[src/rtl/arr_pkg.sv]
// Shared types, constants and helpers for the audio ring resampler
package arr_pkg;

    localparam int RING_DEPTH = 4096;
    localparam int PTR_W      = $clog2(RING_DEPTH);
    localparam int LEN_W      = PTR_W + 1;
    localparam int MAX_COPIES = 24;
    localparam int COPY_W     = 5;
    localparam int FILL_W     = 12;
    localparam int SAMPLE_W   = 16;
    localparam int FRAME_W    = 2 * SAMPLE_W;
    localparam int MODE_W     = 2;
    localparam int RATE_W     = 18;
    localparam int ADJ_W      = 10;
    localparam int PHASE_W    = 20;
    localparam int LEVEL_W    = 19;
    localparam int CFG_IDX_W  = 3;
    localparam int CFG_DATA_W = 18;
    localparam int LOW_PCT    = 40;
    localparam int HIGH_PCT   = 60;
    localparam int PCT_SCALE  = 100;
    localparam int QUEUE_DEPTH = 2;
    localparam int QPTR_W     = $clog2(QUEUE_DEPTH);
    localparam int QCNT_W     = QPTR_W + 1;

    localparam logic [RATE_W-1:0] RATE_MAX = {RATE_W{1'b1}};

    localparam logic [MODE_W-1:0] MODE_PASS      = 2'd0;
    localparam logic [MODE_W-1:0] MODE_NEAREST   = 2'd1;
    localparam logic [MODE_W-1:0] MODE_RATE_CTRL = 2'd2;

    typedef enum logic [CFG_IDX_W-1:0] {
        REG_MODE        = 3'd0,
        REG_INPUT_RATE  = 3'd1,
        REG_OUTPUT_RATE = 3'd2,
        REG_RATE_ADJUST = 3'd3,
        REG_RING_LENGTH = 3'd4
    } cfg_reg_t;

    typedef enum logic [1:0] {
        KIND_POP,
        KIND_PASS,
        KIND_NEAREST,
        KIND_RATE_CTRL
    } kind_t;

    typedef enum logic [2:0] {
        ST_IDLE,
        ST_LEVEL,
        ST_ADJUST,
        ST_COPY,
        ST_FINISH
    } state_t;

    typedef struct packed {
        kind_t                       kind;
        logic signed [SAMPLE_W-1:0]  left;
        logic signed [SAMPLE_W-1:0]  right;
    } item_t;

    typedef struct packed {
        logic                   valid;
        logic [CFG_IDX_W-1:0]   index;
        logic [CFG_DATA_W-1:0]  data;
    } cfg_wr_t;

    function automatic logic [PTR_W-1:0] next_ptr(input logic [PTR_W-1:0] p,
                                                  input logic [LEN_W-1:0] len);
        logic [LEN_W-1:0] inc;
        inc = {1'b0, p} + LEN_W'(1);
        return (inc >= len) ? '0 : inc[PTR_W-1:0];
    endfunction

endpackage

[src/rtl/arr_front.sv]
// Front end: accept a command word, classify it by mode, hand it to the queue
module arr_front
    import arr_pkg::*;
(
    input  logic                       clk,
    input  logic                       rst_n,
    input  logic                       start,
    input  logic                       operation,
    input  logic signed [SAMPLE_W-1:0] in_left,
    input  logic signed [SAMPLE_W-1:0] in_right,
    input  logic [MODE_W-1:0]          mode,
    input  logic                       q_full,
    output logic                       busy,
    output logic                       q_push,
    output item_t                      q_item
);

    logic  valid_reg, valid_next;
    item_t item_reg, item_next;
    kind_t kind;
    logic  accept;

    always_comb
    begin
        if (operation)
            kind = KIND_POP;
        else if (mode == MODE_PASS)
            kind = KIND_PASS;
        else if (mode == MODE_RATE_CTRL)
            kind = KIND_RATE_CTRL;
        else
            kind = KIND_NEAREST;
    end

    assign q_push = valid_reg && !q_full;
    assign busy   = valid_reg && q_full;
    assign accept = start && !busy;
    assign q_item = item_reg;

    always_comb
    begin
        valid_next = valid_reg && !q_push;
        item_next  = item_reg;
        if (accept)
        begin
            valid_next = 1'b1;
            item_next  = '{kind: kind, left: in_left, right: in_right};
        end
    end

    always_ff @(posedge clk or negedge rst_n)
    begin
        if (!rst_n)
            valid_reg <= 1'b0;
        else
            valid_reg <= valid_next;
    end

    always_ff @(posedge clk)
    begin
        item_reg <= item_next;
    end

endmodule

[config.mk]
export PLATFORM = sky130hd
export DESIGN_NAME = arr_front
export DESIGN_NICKNAME = d
export VERILOG_FILES = /design/src/rtl/arr_pkg.sv /design/src/rtl/arr_front.sv
export SDC_FILE = /design/constraint.sdc
export NUM_CORES = 1
export LEC_CHECK = 0
export BUFFER_PORTS_ARGS = -buffer_cell sky130_fd_sc_hd__buf_4
export CAP_MARGIN = 40
export CORE_ASPECT_RATIO = 1.5
export CORE_UTILIZATION = 35
export CTS_CLUSTER_SIZE = 8
export DETAILED_ROUTE_END_ITERATION = 12
export PLACE_DENSITY = 0.82
export SLEW_MARGIN = 20
export SYNTH_ARGS = -nofsm -noshare
export SYNTH_HDL_FRONTEND = slang
export SYNTH_SLANG_ARGS = --single-unit
[constraint.sdc]
create_clock -name clk -period 2.7 [get_ports clk]
set_clock_uncertainty 0.05 [all_clocks]
set_input_delay 0.81 -clock clk [delete_from_list [all_inputs] [get_ports clk]]
set_output_delay 0.81 -clock clk [all_outputs]
set_load 0.02 [all_outputs]
==> results.md <==
- Outcome: completed
- NetSw: ~240 uW
- Num rows: 24
- Largest delay share family, worst path: buffers and inverters
- Max reg flops: 34
- Post-synth EDFFs: 34
- Main synth FF type: edfxtp_1
- Leak Pwr: 0.0007702 uW
- Final WS setup: approximately 620 ps
- CTS tree: built
- Placed Cells incl. Taps: 155
- DR vias/cell: around 4.3
- Routed Antenna Nets: 0
- Syn_area_per_cell: around 27 um^2
- CP Buf/Inv Count: 2
- Area growth syn-to-layout: 65.94%
- Unique masters post-synth: 8
- Longest Clk Path Bufs: 2
- Final Hold Vio Count: 0
- RSZ-0062 raised after global routing: no
- Internal power: 889.9 uW
- # port buffers: 74
- Synthesized Nets: 80
- Cell Pwr Density: between 600 and 700 nW/um^2
- Worst Tran Pin Value: between 400 and 500 ps
- Post-CTS Setup Inserts: 0
- R2R cell count: 2
- Die width: 47.51 um
- Post-DP HPWL: approximately 1700 um
- Area of the mapped netlist: 1087 um^2
- R2R Path End: q_item[32]
- Worst skew pair latency: about 270 ps
- Share of the synthesized area in the top cell type: between 90% and 100%
- First-pass DRT Iterations: 3
- Compound-cell area share of the yosys netlist: 2.301%
- Synth Area in Adders: 0%
- Setup crit end kind: output pin
- Largest family of logic cells by synthesized area: compound AO/OA/AOI/OAI gates
- Crit path required time: ~1800 ps
- Most frequent cell after synthesis: edfxtp_1
- Fill count: between 200 and 250
- Cells along the critical path: buf_4, and2_1, buf_4
- Critical path startpoint category: primary input
- DRC: 0
- Die height: 70.26 um
- Root Buffer: clkbuf_8
- Ys async rst share: between 2 and 3%
- Comb power frac: a little over an eighth
- Top cell by count, worst path: buf_4
- Core Area: 2943 um^2
- Die ar.: between 3000 and 4000 um^2
- Initial antenna violation count: 0
- First-pass GRT wire length: ~3100 um
- Antenna Cells: 0
- Vias: 696
- Crit path largest cell delay: around 150 ps
- CP Data Arrival Time: 1220 ps
- Post_cts resized: 0
- Hold/Removal Path Class: in2async
- VDD IR-drop max: between 400 and 500 uV
- XOR/XNOR Fraction of Synth Area: 0%
- # H-tree levels: 2
- Clock-pin transition on the worst setup and hold timing paths: ~60 ps
- Final min period: roughly 2100 ps
- Dominant cells by area after synthesis: edfxtp_1 94%, dfrtp_1 2.3%, o21ba_1 0.92%
- 1st-iter DRT viols: 7
- Vias in the first global route: roughly 720
- Slew Viols, Final: 0
- Simple-Gate Fraction of Synth Area: under 10%
- Drt total wl: about 2200 um
- Grt total ovfl: 0
- Switching share of power: about a fifth
- Share of the yosys chip area belonging to registers: between 90% and 100%
- Final period utilization: between 70 and 80%
- Register share of total power: 56.8%
- #FFs+latches synth: 35
- GPL Wtd Cong: 0.6862
- Syn Inst Count: 41
- Fin cells: about 160
- Pre-CTS WS: 620.1 ps
- Mux cell area share after synthesis: 0%
- Fmax achieved: 0.4802 GHz
- Reg2reg start: valid_reg
- Worst path slowest cell: buf_4
- Pin count of the biggest net entering global routing: 23
- CTS buffer count: 5
- Ys Warns: 0
- Multi-input logic area: approximately 53 um^2
- Hold-fix buffers, CTS: 0
- Setup_tns: 0 ps
- Clock power share: between 30% and 40%
- Maximum fanout along the worst path: 4
- Clock sinks: 35
- Setup violations, final: 0
- Total of max-cap violations: 0
- Dominant cell type by area after synthesis: edfxtp_1
- WL/cell: roughly 13 um
- Sequential cell area: about 1000 um^2
- IO Count: 75
- Initial Utilization: between 30 and 40%
- Critical path type: in2out
- Overall routing resource usage: 14.11%
- Final net count: approximately 160
- Share of layout cells above drive strength 1: roughly two thirds
- Reg2reg setup slack: ~1200 ps
- Worst relative slew slack: between 60 and 70%
-- layout make-up --
cell class / count / share of cell area [%]
Sequential cell: 35 / 57.97
Clock buffer: 7 / 4.230
Multi-Input combinational cell: 6 / 2.913
Timing Repair Buffer: 75 / 31.90
Clock inverter: 1 / 0.2774
Tap cell: 39 / 2.705
-- power by group through the flow --
| stage | Combinational, uW | Sequential (uW) | Clock [uW] |
|---|---|---|---|
| floorplan | 16.4 | 690 | 0 |
| global placement | 145 | 652 | 0 |
| detailed placement | 149 | 654 | 0 |
| CTS | 149 | 642 | 349 |
| global route | 155 | 644 | 373 |
| finish | 148 | 642 | 341 |
-- layout by cell type, fill, tap and decap left out --
cell       n
edfxtp_1  34
a21o_1     1
a21boi_4   1
buf_12     1
clkbuf_1   2
nor2b_1    1
clkinv_2   1
dfrtp_1    1
and2_1     1
o21ba_1    1
clkbuf_8   5
nor2_1     1
buf_4     74
-- worst max path at each step --
stage,start,to,slack (ps),cells after the start
2_1_floorplan,q_full,q_item[0],430,1
3_5_place_dp,q_full,busy,620,3
4_1_cts,q_full,busy,620,3
3_3_place_gp,q_full,busy,620,3
5_1_grt,q_full,busy,600,3
6_report,q_full,busy,620,3
-- per-stage QoR --
| step | hold slack [ps] | area (um^2) | power [uW] | utilization (%) |
|---|---|---|---|---|
| floorplan | 454.5 | 1091 | 706.0 | - |
| global placement | 504.8 | 1723 | 796.6 | 58.55 |
| detailed placement | 534.5 | 1723 | 802.7 | 58.55 |
| CTS | 252.0 | 1804 | 1141 | 61.31 |
| global route | 245.0 | 1804 | 1172 | 61.31 |
| finish | 258.0 | 1804 | 1130 | 61.31 |
-- metal layers --
layer / up-vias / routed length, um / track usage, %
met1: 315 / 652 / 11.73
met3: 8 / 218 / 7.494
met5: - / 0 / 0
li1: 324 / - / -
met4: 0 / 55 / 7.302
met2: 49 / 1268 / 24.35
-- cells by family (layout without fill, tap and decap cells) --
| logic type | Yosys count | count (layout) |
|---|---|---|
| AND/OR/NAND/NOR | 3 | 3 |
| buffers and inverters | 0 | 83 |
| flip-flops | 35 | 35 |
| AO/OA/AOI/OAI | 3 | 3 |
Note: power is estimated with default switching activity, not from simulation.
