File: src/rtl/arr_pkg.sv
// Shared types, constants and helpers for the audio ring resampler
package arr_pkg;

    localparam int RING_DEPTH = 4096;
    localparam int PTR_W      = $clog2(RING_DEPTH);
    localparam int LEN_W      = PTR_W + 1;
    localparam int MAX_COPIES = 24;
    localparam int COPY_W     = 5;
    localparam int FILL_W     = 12;
    localparam int SAMPLE_W   = 16;
    localparam int FRAME_W    = 2 * SAMPLE_W;
    localparam int MODE_W     = 2;
    localparam int RATE_W     = 18;
    localparam int ADJ_W      = 10;
    localparam int PHASE_W    = 20;
    localparam int LEVEL_W    = 19;
    localparam int CFG_IDX_W  = 3;
    localparam int CFG_DATA_W = 18;
    localparam int LOW_PCT    = 40;
    localparam int HIGH_PCT   = 60;
    localparam int PCT_SCALE  = 100;
    localparam int QUEUE_DEPTH = 2;
    localparam int QPTR_W     = $clog2(QUEUE_DEPTH);
    localparam int QCNT_W     = QPTR_W + 1;

    localparam logic [RATE_W-1:0] RATE_MAX = {RATE_W{1'b1}};

    localparam logic [MODE_W-1:0] MODE_PASS      = 2'd0;
    localparam logic [MODE_W-1:0] MODE_NEAREST   = 2'd1;
    localparam logic [MODE_W-1:0] MODE_RATE_CTRL = 2'd2;

    typedef enum logic [CFG_IDX_W-1:0] {
        REG_MODE        = 3'd0,
        REG_INPUT_RATE  = 3'd1,
        REG_OUTPUT_RATE = 3'd2,
        REG_RATE_ADJUST = 3'd3,
        REG_RING_LENGTH = 3'd4
    } cfg_reg_t;

    typedef enum logic [1:0] {
        KIND_POP,
        KIND_PASS,
        KIND_NEAREST,
        KIND_RATE_CTRL
    } kind_t;

    typedef enum logic [2:0] {
        ST_IDLE,
        ST_LEVEL,
        ST_ADJUST,
        ST_COPY,
        ST_FINISH
    } state_t;

    typedef struct packed {
        kind_t                       kind;
        logic signed [SAMPLE_W-1:0]  left;
        logic signed [SAMPLE_W-1:0]  right;
    } item_t;

    typedef struct packed {
        logic                   valid;
        logic [CFG_IDX_W-1:0]   index;
        logic [CFG_DATA_W-1:0]  data;
    } cfg_wr_t;

    function automatic logic [PTR_W-1:0] next_ptr(input logic [PTR_W-1:0] p,
                                                  input logic [LEN_W-1:0] len);
        logic [LEN_W-1:0] inc;
        inc = {1'b0, p} + LEN_W'(1);
        return (inc >= len) ? '0 : inc[PTR_W-1:0];
    endfunction

endpackage

File: src/rtl/arr_queue.sv
// Short queue of classified words between front and back end
module arr_queue
    import arr_pkg::*;
(
    input  logic  clk,
    input  logic  rst_n,
    input  logic  push,
    input  item_t push_item,
    input  logic  pop,
    output item_t head,
    output logic  empty,
    output logic  full
);

    item_t             slot_reg [QUEUE_DEPTH];
    logic [QPTR_W-1:0] wr_reg, wr_next;
    logic [QPTR_W-1:0] rd_reg, rd_next;
    logic [QCNT_W-1:0] cnt_reg, cnt_next;
    logic              do_push, do_pop;

    assign empty   = (cnt_reg == '0);
    assign full    = (cnt_reg == QCNT_W'(QUEUE_DEPTH));
    assign head    = slot_reg[rd_reg];
    assign do_push = push && !full;
    assign do_pop  = pop && !empty;

    always_comb
    begin
        wr_next  = do_push ? QPTR_W'(wr_reg + 1'b1) : wr_reg;
        rd_next  = do_pop ? QPTR_W'(rd_reg + 1'b1) : rd_reg;
        cnt_next = cnt_reg;
        if (do_push && !do_pop)
            cnt_next = cnt_reg + QCNT_W'(1);
        else if (do_pop && !do_push)
            cnt_next = cnt_reg - QCNT_W'(1);
    end

    always_ff @(posedge clk or negedge rst_n)
    begin
        if (!rst_n)
        begin
            wr_reg  <= '0;
            rd_reg  <= '0;
            cnt_reg <= '0;
        end
        else
        begin
            wr_reg  <= wr_next;
            rd_reg  <= rd_next;
            cnt_reg <= cnt_next;
        end
    end

    always_ff @(posedge clk)
    begin
        if (do_push)
            slot_reg[wr_reg] <= push_item;
    end

endmodule

File: config.mk
export PLATFORM = sky130hd
export DESIGN_NAME = arr_queue
export DESIGN_NICKNAME = d
export VERILOG_FILES = /design/src/rtl/arr_pkg.sv /design/src/rtl/arr_queue.sv
export SDC_FILE = /design/constraint.sdc
export NUM_CORES = 1
export LEC_CHECK = 0
export BUFFER_PORTS_ARGS = -buffer_cell sky130_fd_sc_hd__buf_2
export CAP_MARGIN = 20
export CORE_MARGIN = 5
export CORE_UTILIZATION = 25
export DETAILED_ROUTE_END_ITERATION = 7
export SYNTH_ARGS = -nofsm -noshare
export SYNTH_HDL_FRONTEND = slang
export SYNTH_SLANG_ARGS = --single-unit
File: constraint.sdc
create_clock -name clk -period 5.18 [get_ports clk]
set_clock_uncertainty 0.2 [all_clocks]
set_input_delay 1.036 -clock clk [delete_from_list [all_inputs] [get_ports clk]]
set_output_delay 1.036 -clock clk [all_outputs]
set_load 0.03 [all_outputs]
==> results of run 1 <==
-- per-stage QoR --
step                      total power [mW]  instances  instance area, sq um  hold WS, ps  worst slack [ps]
after floorplan                      1.546        125                  2801        260.8              1993
after global placement               1.702        334                  3281        303.8              2206
after detailed placement             1.711        334                  3281        312.1              2213
after CTS                            2.074        348                  3425        265.2              1810
after global routing                 2.172        350                  3472        271.4              1964
final                                2.055        350                  3472        293.6              2081
-- worst max-delay path, delay by kind of cell (launching register included) --
family / cells / cell delay (ps)
buffers and inverters: 2 / 430
flip-flops: 1 / 720
multiplexers: 1 / 350
-- placed cells by master, fill, tap and decap left out --
master | netlist | layout
sky130_fd_sc_hd__and3_2 | 0 | 1
sky130_fd_sc_hd__buf_12 | 3 | 1
sky130_fd_sc_hd__buf_16 | 0 | 1
sky130_fd_sc_hd__buf_2 | 0 | 73
sky130_fd_sc_hd__clkbuf_1 | 0 | 3
sky130_fd_sc_hd__clkbuf_8 | 0 | 9
sky130_fd_sc_hd__clkinv_1 | 0 | 1
sky130_fd_sc_hd__clkinv_2 | 0 | 1
sky130_fd_sc_hd__dfrtp_1 | 4 | 3
sky130_fd_sc_hd__dfrtp_2 | 0 | 1
sky130_fd_sc_hd__edfxtp_1 | 68 | 68
sky130_fd_sc_hd__ha_1 | 1 | 1
sky130_fd_sc_hd__inv_1 | 2 | 2
sky130_fd_sc_hd__mux2_2 | 5 | 5
sky130_fd_sc_hd__mux2_4 | 29 | 29
sky130_fd_sc_hd__nand2_1 | 1 | 1
sky130_fd_sc_hd__nand2b_1 | 1 | 1
sky130_fd_sc_hd__nor2_1 | 3 | 2
sky130_fd_sc_hd__nor2_4 | 0 | 1
sky130_fd_sc_hd__o21ai_1 | 1 | 1
sky130_fd_sc_hd__xnor2_1 | 3 | 3
sky130_fd_sc_hd__xor2_1 | 2 | 2
-- logic make-up after synthesis --
kind of cell	count (synthesis)
AO/OA/AOI/OAI	1
XOR/XNOR	5
adder cells (fa/ha/maj)	1
buffers and inverters	6
flip-flops	72
multiplexers	34
AND/OR/NAND/NOR	6
-- path summary, 6_finish.rpt --
| path | end | slack, ps |
|---|---|---|
| min reg2reg | cnt_reg[1]$_DFFE_PN0P_ | 320 |
| max reg2reg | slot_reg[1][20]$_DFFE_PP_ | 3210 |
| min in group clk | cnt_reg[1]$_DFFE_PN0P_ | 320 |
| max in group asynchronous | rd_reg$_DFFE_PN0P_ | 4350 |
| min | cnt_reg[1]$_DFFE_PN0P_ | 290 |
| max | head[16] | 2080 |
-- layer usage --
layer / part of all wire / up-vias
met5: 0 / -
met4: 0.011 / 0
met3: 0.085 / 6
met2: 0.47 / 50
li1: - / 641
met1: 0.43 / 657
-- area by class of cell --
| type | count | area, sq um |
|---|---|---|
| clock buffers | 12 | 135.1 |
| repair buffers | 75 | 412.9 |
| multi-input cells | 47 | 589.3 |
| well taps | 140 | 175.2 |
| inverters | 2 | 7.507 |
| fillers | 1080 | 7416 |
| flip-flops and latches | 72 | 2143 |
| clock inverters | 2 | 8.758 |
-- where the power goes --
group | total (mW) | internal (mW) | switching [mW]
logic | 0.823 | 0.340 | 0.483
registers | 0.877 | 0.800 | 0.0770
clock network | 0.354 | 0.167 | 0.188
total | 2.05 | 1.31 | 0.748
==> flow_results.org, run 1 <==
** Status
- Outcome :: complete, no violations

** Logic synthesis
- Synthesis inferred 72 register bits.
- Synth Area in XOR/XNOR :: 0.01563
- Ys Warns :: 0
- Ranked by instance count, the synthesized netlist is headed by sky130_fd_sc_hd__edfxtp_1 (68), sky130_fd_sc_hd__mux2_4 (29), sky130_fd_sc_hd__mux2_2 (5).
- Number of instances in the synthesized netlist :: 125
- Counting every net in the synthesized netlist gives 164.
- Seq/Total Area, Yosys :: 0.7646
- Post-synthesis simple-gate area fraction :: 0.009826
- Largest area contributor in the synthesized netlist :: sky130_fd_sc_hd__edfxtp_1
- Most instantiated flip-flop cell in the synthesis netlist :: sky130_fd_sc_hd__edfxtp_1
- By area the synthesized netlist is led by sky130_fd_sc_hd__edfxtp_1 (73%), sky130_fd_sc_hd__mux2_4 (16%), sky130_fd_sc_hd__dfrtp_1 (3.6%), sky130_fd_sc_hd__buf_12 (2.1%), sky130_fd_sc_hd__mux2_2 (2.0%).
- By area, the combinational part of the netlist is dominated by multiplexers.
- Measured against the total synthesized area, the mux share comes to 0.1755.
- Post-synthesis async set-or-reset flop share :: 0.05556
- The share of synthesized area in the top cell type comes to 0.7289.
- Synthesized-area fraction occupied by adder cells :: 0.004466
- The compound-gate portion of the synthesized area is 0.001787.
- Among all cell types in the netlist, the one instantiated most often is sky130_fd_sc_hd__edfxtp_1.
- Number of enable-type register cells in the synthesized netlist :: 68
- A synthesized cell averages 22.41 sq um.
- Combined area of all synthesized cells :: between 2000 and 3000 sq um
- Synthesis instantiated 15 different standard cells from the library.

** Run
- Number of maximum-capacitance constraint violations :: 0

** Setup path
- STA classifies the critical path startpoint as a register.
- The signal on the critical path passes through buf_12, mux2_2, buf_2.
- STA puts the critical path data required time at 3940 ps.
- The worst setup path is captured at an output pin.
- Counting cells, the worst reg-to-reg path comes to 2.
- CP max stage cell :: sky130_fd_sc_hd__dfrtp_2
- Crit Path Class :: reg -> out
- Source of the critical timing path :: rd_reg$_DFFE_PN0P_
- Signal arrival time at the worst endpoint :: between 1500 and 2000 ps
- Largest fanout on the critical path :: 20
- RR Startpoint :: cnt_reg[0]$_DFFE_PN0P_
- The largest single stage delay on the critical path is ~720 ps.

** Placement
- Count of port buffers added during placement :: 73
- GP Congestion :: between 0.6 and 0.7
- Post-DP HPWL :: 3.164 mm

** Routing
- After detailed routing, the total wire length is 4.943 mm.
- DRC violation count after routing :: 0
- Dividing the detail-routed wire length by the instance count gives 14.12 um.
- Post-detailed-route count of antenna-violating nets :: 0
- In the routed layout, each cell is associated on average with a via count of between 3 and 4.
- The detailed router finished its first iteration with 40 violations.
- Pre-Repair DR Iteration Count :: 4
- Routed vias :: 1354

** Timing
- Headroom to the max-slew limit came out at 0.4242.
- Final-report setup violation count :: 0
- The final hold violation count came to 0.
- In the finished design, the share of the clock period the worst path needs comes to 0.5983.
- Setup repair after global routing missed its margin :: false
- For the pin with the worst max-slew slack, the measured transition is 863.7 ps.
- Post-layout minimum cycle time :: 3099 ps
- Maximum clock rate :: roughly 320 MHz
- The number of max-slew violations in the final report was 0.
- Total negative setup slack :: 0 ps

** Final layout
- The register with the most flip-flops in the layout has 68 of them.
- From synthesis to final layout, the design area changed by 23.94%.
- For this run, the share of the core covered by cells in the final layout is 0.3189.
- Total number of nets in the final design :: 246
- Antenna fix cells :: 0
- Fraction of final layout cells sized beyond drive strength 1 :: 0.5810

** Clock tree
- In this run, post-CTS repair resized a total of 0 instances.
- TritonCTS built the clock tree.
- Clock transition time at the flip-flop clock pins of the worst setup and hold paths :: 70 ps
- The H-tree was split into 3 levels.
- Number of sinks driven by the clock tree :: 72
- TritonCTS Buffers :: 9
- Number of hold-repair buffers added at the cts stage :: 0
- The clock passes through at most 2 buffers.
- Post-CTS timing repair inserted 0 buffers for setup.
- The tree is rooted in a sky130_fd_sc_hd__clkbuf_8.
- Insertion delay to the later sink of the worst-skew pair :: around 340 ps

** GRT
- First-pass GRT wire length :: 7.555 mm
- Entering global routing, the biggest net connects 36 pins.
- Summed over all layers, the global routing overflow is 0.
- Met2 Resource Use GR :: 0.1220
- The global routing stage identified its most utilized layer as met2.
- The number of global-route vias before repair was about 1.5k.
- Fraction of met1 tracks used by global routing :: 0.08842
- Routing usage on met3 :: 0.03446
- Global-route usage over all layers :: 0.07745
- Initial antenna violation count :: 0

** Die
- The die is between 100 and 150 um tall.
- I/O Pins :: 74
- Initial standard-cell utilization of the core :: 0.2573
- Number of cell rows :: 38
- Std-Cell Core Area :: 10890 sq um
- The floorplan step set the die width to between 100 and 150 um.
- Die area :: 13420 sq um

** Worst hold path
- The tightest min-delay check is of the in -> async type.

** Power
- Dividing total power by cell area gives a power density of 591.7 nW/um^2.
- The worst-case IR drop observed on VDD is ~0.27 mV.
- Leak Pwr :: 1.375 nW
(Power assumes the default switching activity.)
==> inputs of run 2 (changes only) <==
==> constraint.sdc (replaced) <==
create_clock -name clk -period 2.75 [get_ports clk]
set_clock_uncertainty 0.2 [all_clocks]
set_input_delay 0.55 -clock clk [delete_from_list [all_inputs] [get_ports clk]]
set_output_delay 0.55 -clock clk [all_outputs]
set_load 0.03 [all_outputs]
==> flow_results.org, run 2 (synthesis gave the netlist of run 1 again) <==
** Status
- The flow ran to the end, and the final reports show no timing, DRC or antenna violations.

** Clock tree
- In this run, post-CTS repair resized a total of 0 instances.
- Insertion delay to the later sink of the worst-skew pair :: 340 ps
- Once the clock tree was built, the setup fixing pass inserted 0 buffers.
- Maximum level of the CTS H-tree :: 3
- Root buffer selected by CTS :: sky130_fd_sc_hd__clkbuf_8
- Clock tree from TritonCTS :: built
- Maximum root-to-sink buffer count :: 2
- After clock tree synthesis, the clock-pin slew on the worst setup and hold paths is 80 ps.
- Number of sinks driven by the clock tree :: 72
- The number of clock buffers added by TritonCTS is 9.

** Final layout
- Total number of nets in the final design :: 249
- Core Util, Final :: 0.3244
- Leaving out fill and tap cells, the most frequent cell in the layout is sky130_fd_sc_hd__buf_2.
- Fraction of final layout cells sized beyond drive strength 1 :: 0.5953
- Max FFs per register :: 68
- Number of inserted filler cells in the final layout :: 1078
- Top library cells by usage in the layout, fill and taps aside :: sky130_fd_sc_hd__buf_2 (73), sky130_fd_sc_hd__edfxtp_1 (68), sky130_fd_sc_hd__mux2_4 (29)
- Signed area change from the synthesized netlist to the final layout :: 26.08%
- Antenna fix cells :: 0

** GRT
- Global-route usage over all layers :: 0.07841
- Met2 Resource Use GR :: 0.1185
- The number of global-route vias before repair came to 1482.
- In the global route stage, met1 resource usage came out at 0.09394.
- Largest net degree at the start of global routing :: 20
- The total overflow left after global routing is 0.
- Busiest metal layer after global routing :: met2
- First-pass GRT wire length :: 7.707 mm
- For this run, global-route usage on met3 was measured as 0.03812.
- Initial antenna violation count :: 0

** Setup path
- STA classifies the critical path startpoint as a register.
- Largest fanout on the critical path :: 19
- STA puts the critical path data required time at 2000 ps.
- In this run the critical register-to-register path is launched from cnt_reg[0]$_DFFE_PN0P_.
- Source of the critical timing path :: rd_reg$_DFFE_PN0P_
- By startpoint and endpoint, the worst setup path is classified as reg -> out.
- Measured in cells, the most critical reg-to-reg path has a length of 4.
- At the worst endpoint, the arrival time is 1580 ps.
- R2r setup slk :: 790 ps
- Worst setup EP type :: output pin
- Capture instance of the worst register-to-register path :: slot_reg[0][11]$_DFFE_PP_

** Timing
- The number of max-slew violations in the final report came to 0.
- The final hold violation count came to 0.
- Setup repair after global routing left no endpoint under its margin.
- Derived from the worst setup path, the maximum achievable clock frequency is around 430 MHz.
- Dividing the final minimum period by the clock period gives 0.8475.
- At the pin with the least slew margin, the transition time is ~560 ps.
- Post-layout minimum cycle time :: ~2300 ps
- Setup violations remaining at the end of the flow were counted as 0.
- The worst path meets setup with 419.3 ps of slack.
- In the final timing run, aggregate negative setup slack is 0 ps.
- Headroom to the max-slew limit came out at 0.6266.

** Worst hold path
- The worst hold path begins at push_item[32].
- Worst min-delay path category :: in -> reg
- Counting instances, the worst hold path has a depth of 1.
- The worst hold path terminates at slot_reg[1][32]$_DFFE_PP_.

** Routing
- Final wirelength :: 4.949 mm
- Pre-Repair DR Iteration Count :: 3
- Via density :: 3.817
- Average wire length per cell after detail routing :: 13.94 um
- For this run, design rule violations remaining after detail routing come to 0.
- Post-detailed-route count of antenna-violating nets :: 0
- In this run, the number of DRC markers left after iteration 0 of detailed routing was 35.
- The final route contains 1355 vias.

** Die
- Pin placement for this block handled 74 I/O pins.
- The floorplan step defined a die boundary enclosing 13420 sq um.
- Initial standard-cell utilization of the core :: 0.2573
- The floorplan step set the die width to 115.9 um.
- Std-Cell Core Area :: 10890 sq um
- Number of cell rows :: 38
- In this run the vertical extent of the chip is between 100 and 150 um.

** Run
- Max-cap violations in this run came to 0.

** Power
- Leak Pwr :: 1.401 nW
- IR analysis of the VDD net gives a maximum drop of 0.6085 mV.
- Dividing total power by cell area gives a power density of 1129 nW/um^2.

** Placement
- Placement Setup Slack :: 728.5 ps
- Detailed placement ended at an HPWL of 3.521 mm.
- Routability-driven placement finished with a final weighted congestion of 0.7015.
- In this run the tool buffered the top-level ports with 73 buffer cells.
==> run 2: how the worst max path moves through the flow <==
stage,slack (ps),to,cells after the start
floorplan,40,slot_reg[0][0]$_DFFE_PP_,3
global placement,770,head[12],3
detailed placement,730,slot_reg[0][21]$_DFFE_PP_,4
CTS,360,head[11],3
global route,310,head[11],3
finish,420,head[11],3
==> run 2: area by class of cell <==
cell class,instances,area [sq um],share of cell area
multi-input cells,47,589.3,0.1668
repair buffers,78,430.4,0.1219
flip-flops and latches,72,2143,0.6068
clock inverters,7,62.56,0.01771
inverters,2,7.507,0.002125
well taps,140,175.2,0.04959
clock buffers,9,123.9,0.03507
==> run 2: report_power, final <==
group          switching [mW]  total [mW]  leakage (nW)  internal (mW)
Clock                   0.372       0.781        0.0901          0.409
Combinational           0.981        1.62         0.634          0.643
Sequential             0.0802        1.58         0.677           1.50
Total                    1.43        3.99          1.40           2.56
==> run 2: routing by layer <==
metal,routed length (um),vias to the layer above
li1,-,649
met3,464,6
met4,70,0
met2,2341,53
met5,0,-
met1,2073,647
==> run 2: critical path: stages (launching register included) <==
cell	delay, ps
sky130_fd_sc_hd__dfrtp_2	360
sky130_fd_sc_hd__buf_4	320
sky130_fd_sc_hd__mux2_2	380
sky130_fd_sc_hd__buf_2	180
==> run 2: through the flow <==
stage	cells	instance area, sq um	hold slack [ps]	power (mW)
after floorplan	125	2801	54.41	2.912
after global placement	338	3336	166.1	3.250
after detailed placement	338	3336	166.5	3.279
after CTS	355	3532	169.4	4.075
after global routing	355	3532	169.8	4.213
final	355	3532	198.9	3.989
==> run 2: what timing repair did <==
item | 4_1_cts | 5_1_grt
hold buffers | 1 | 0
setup endpoints to repair | 0 | 0
endpoints found under the hold margin | 4 | 0
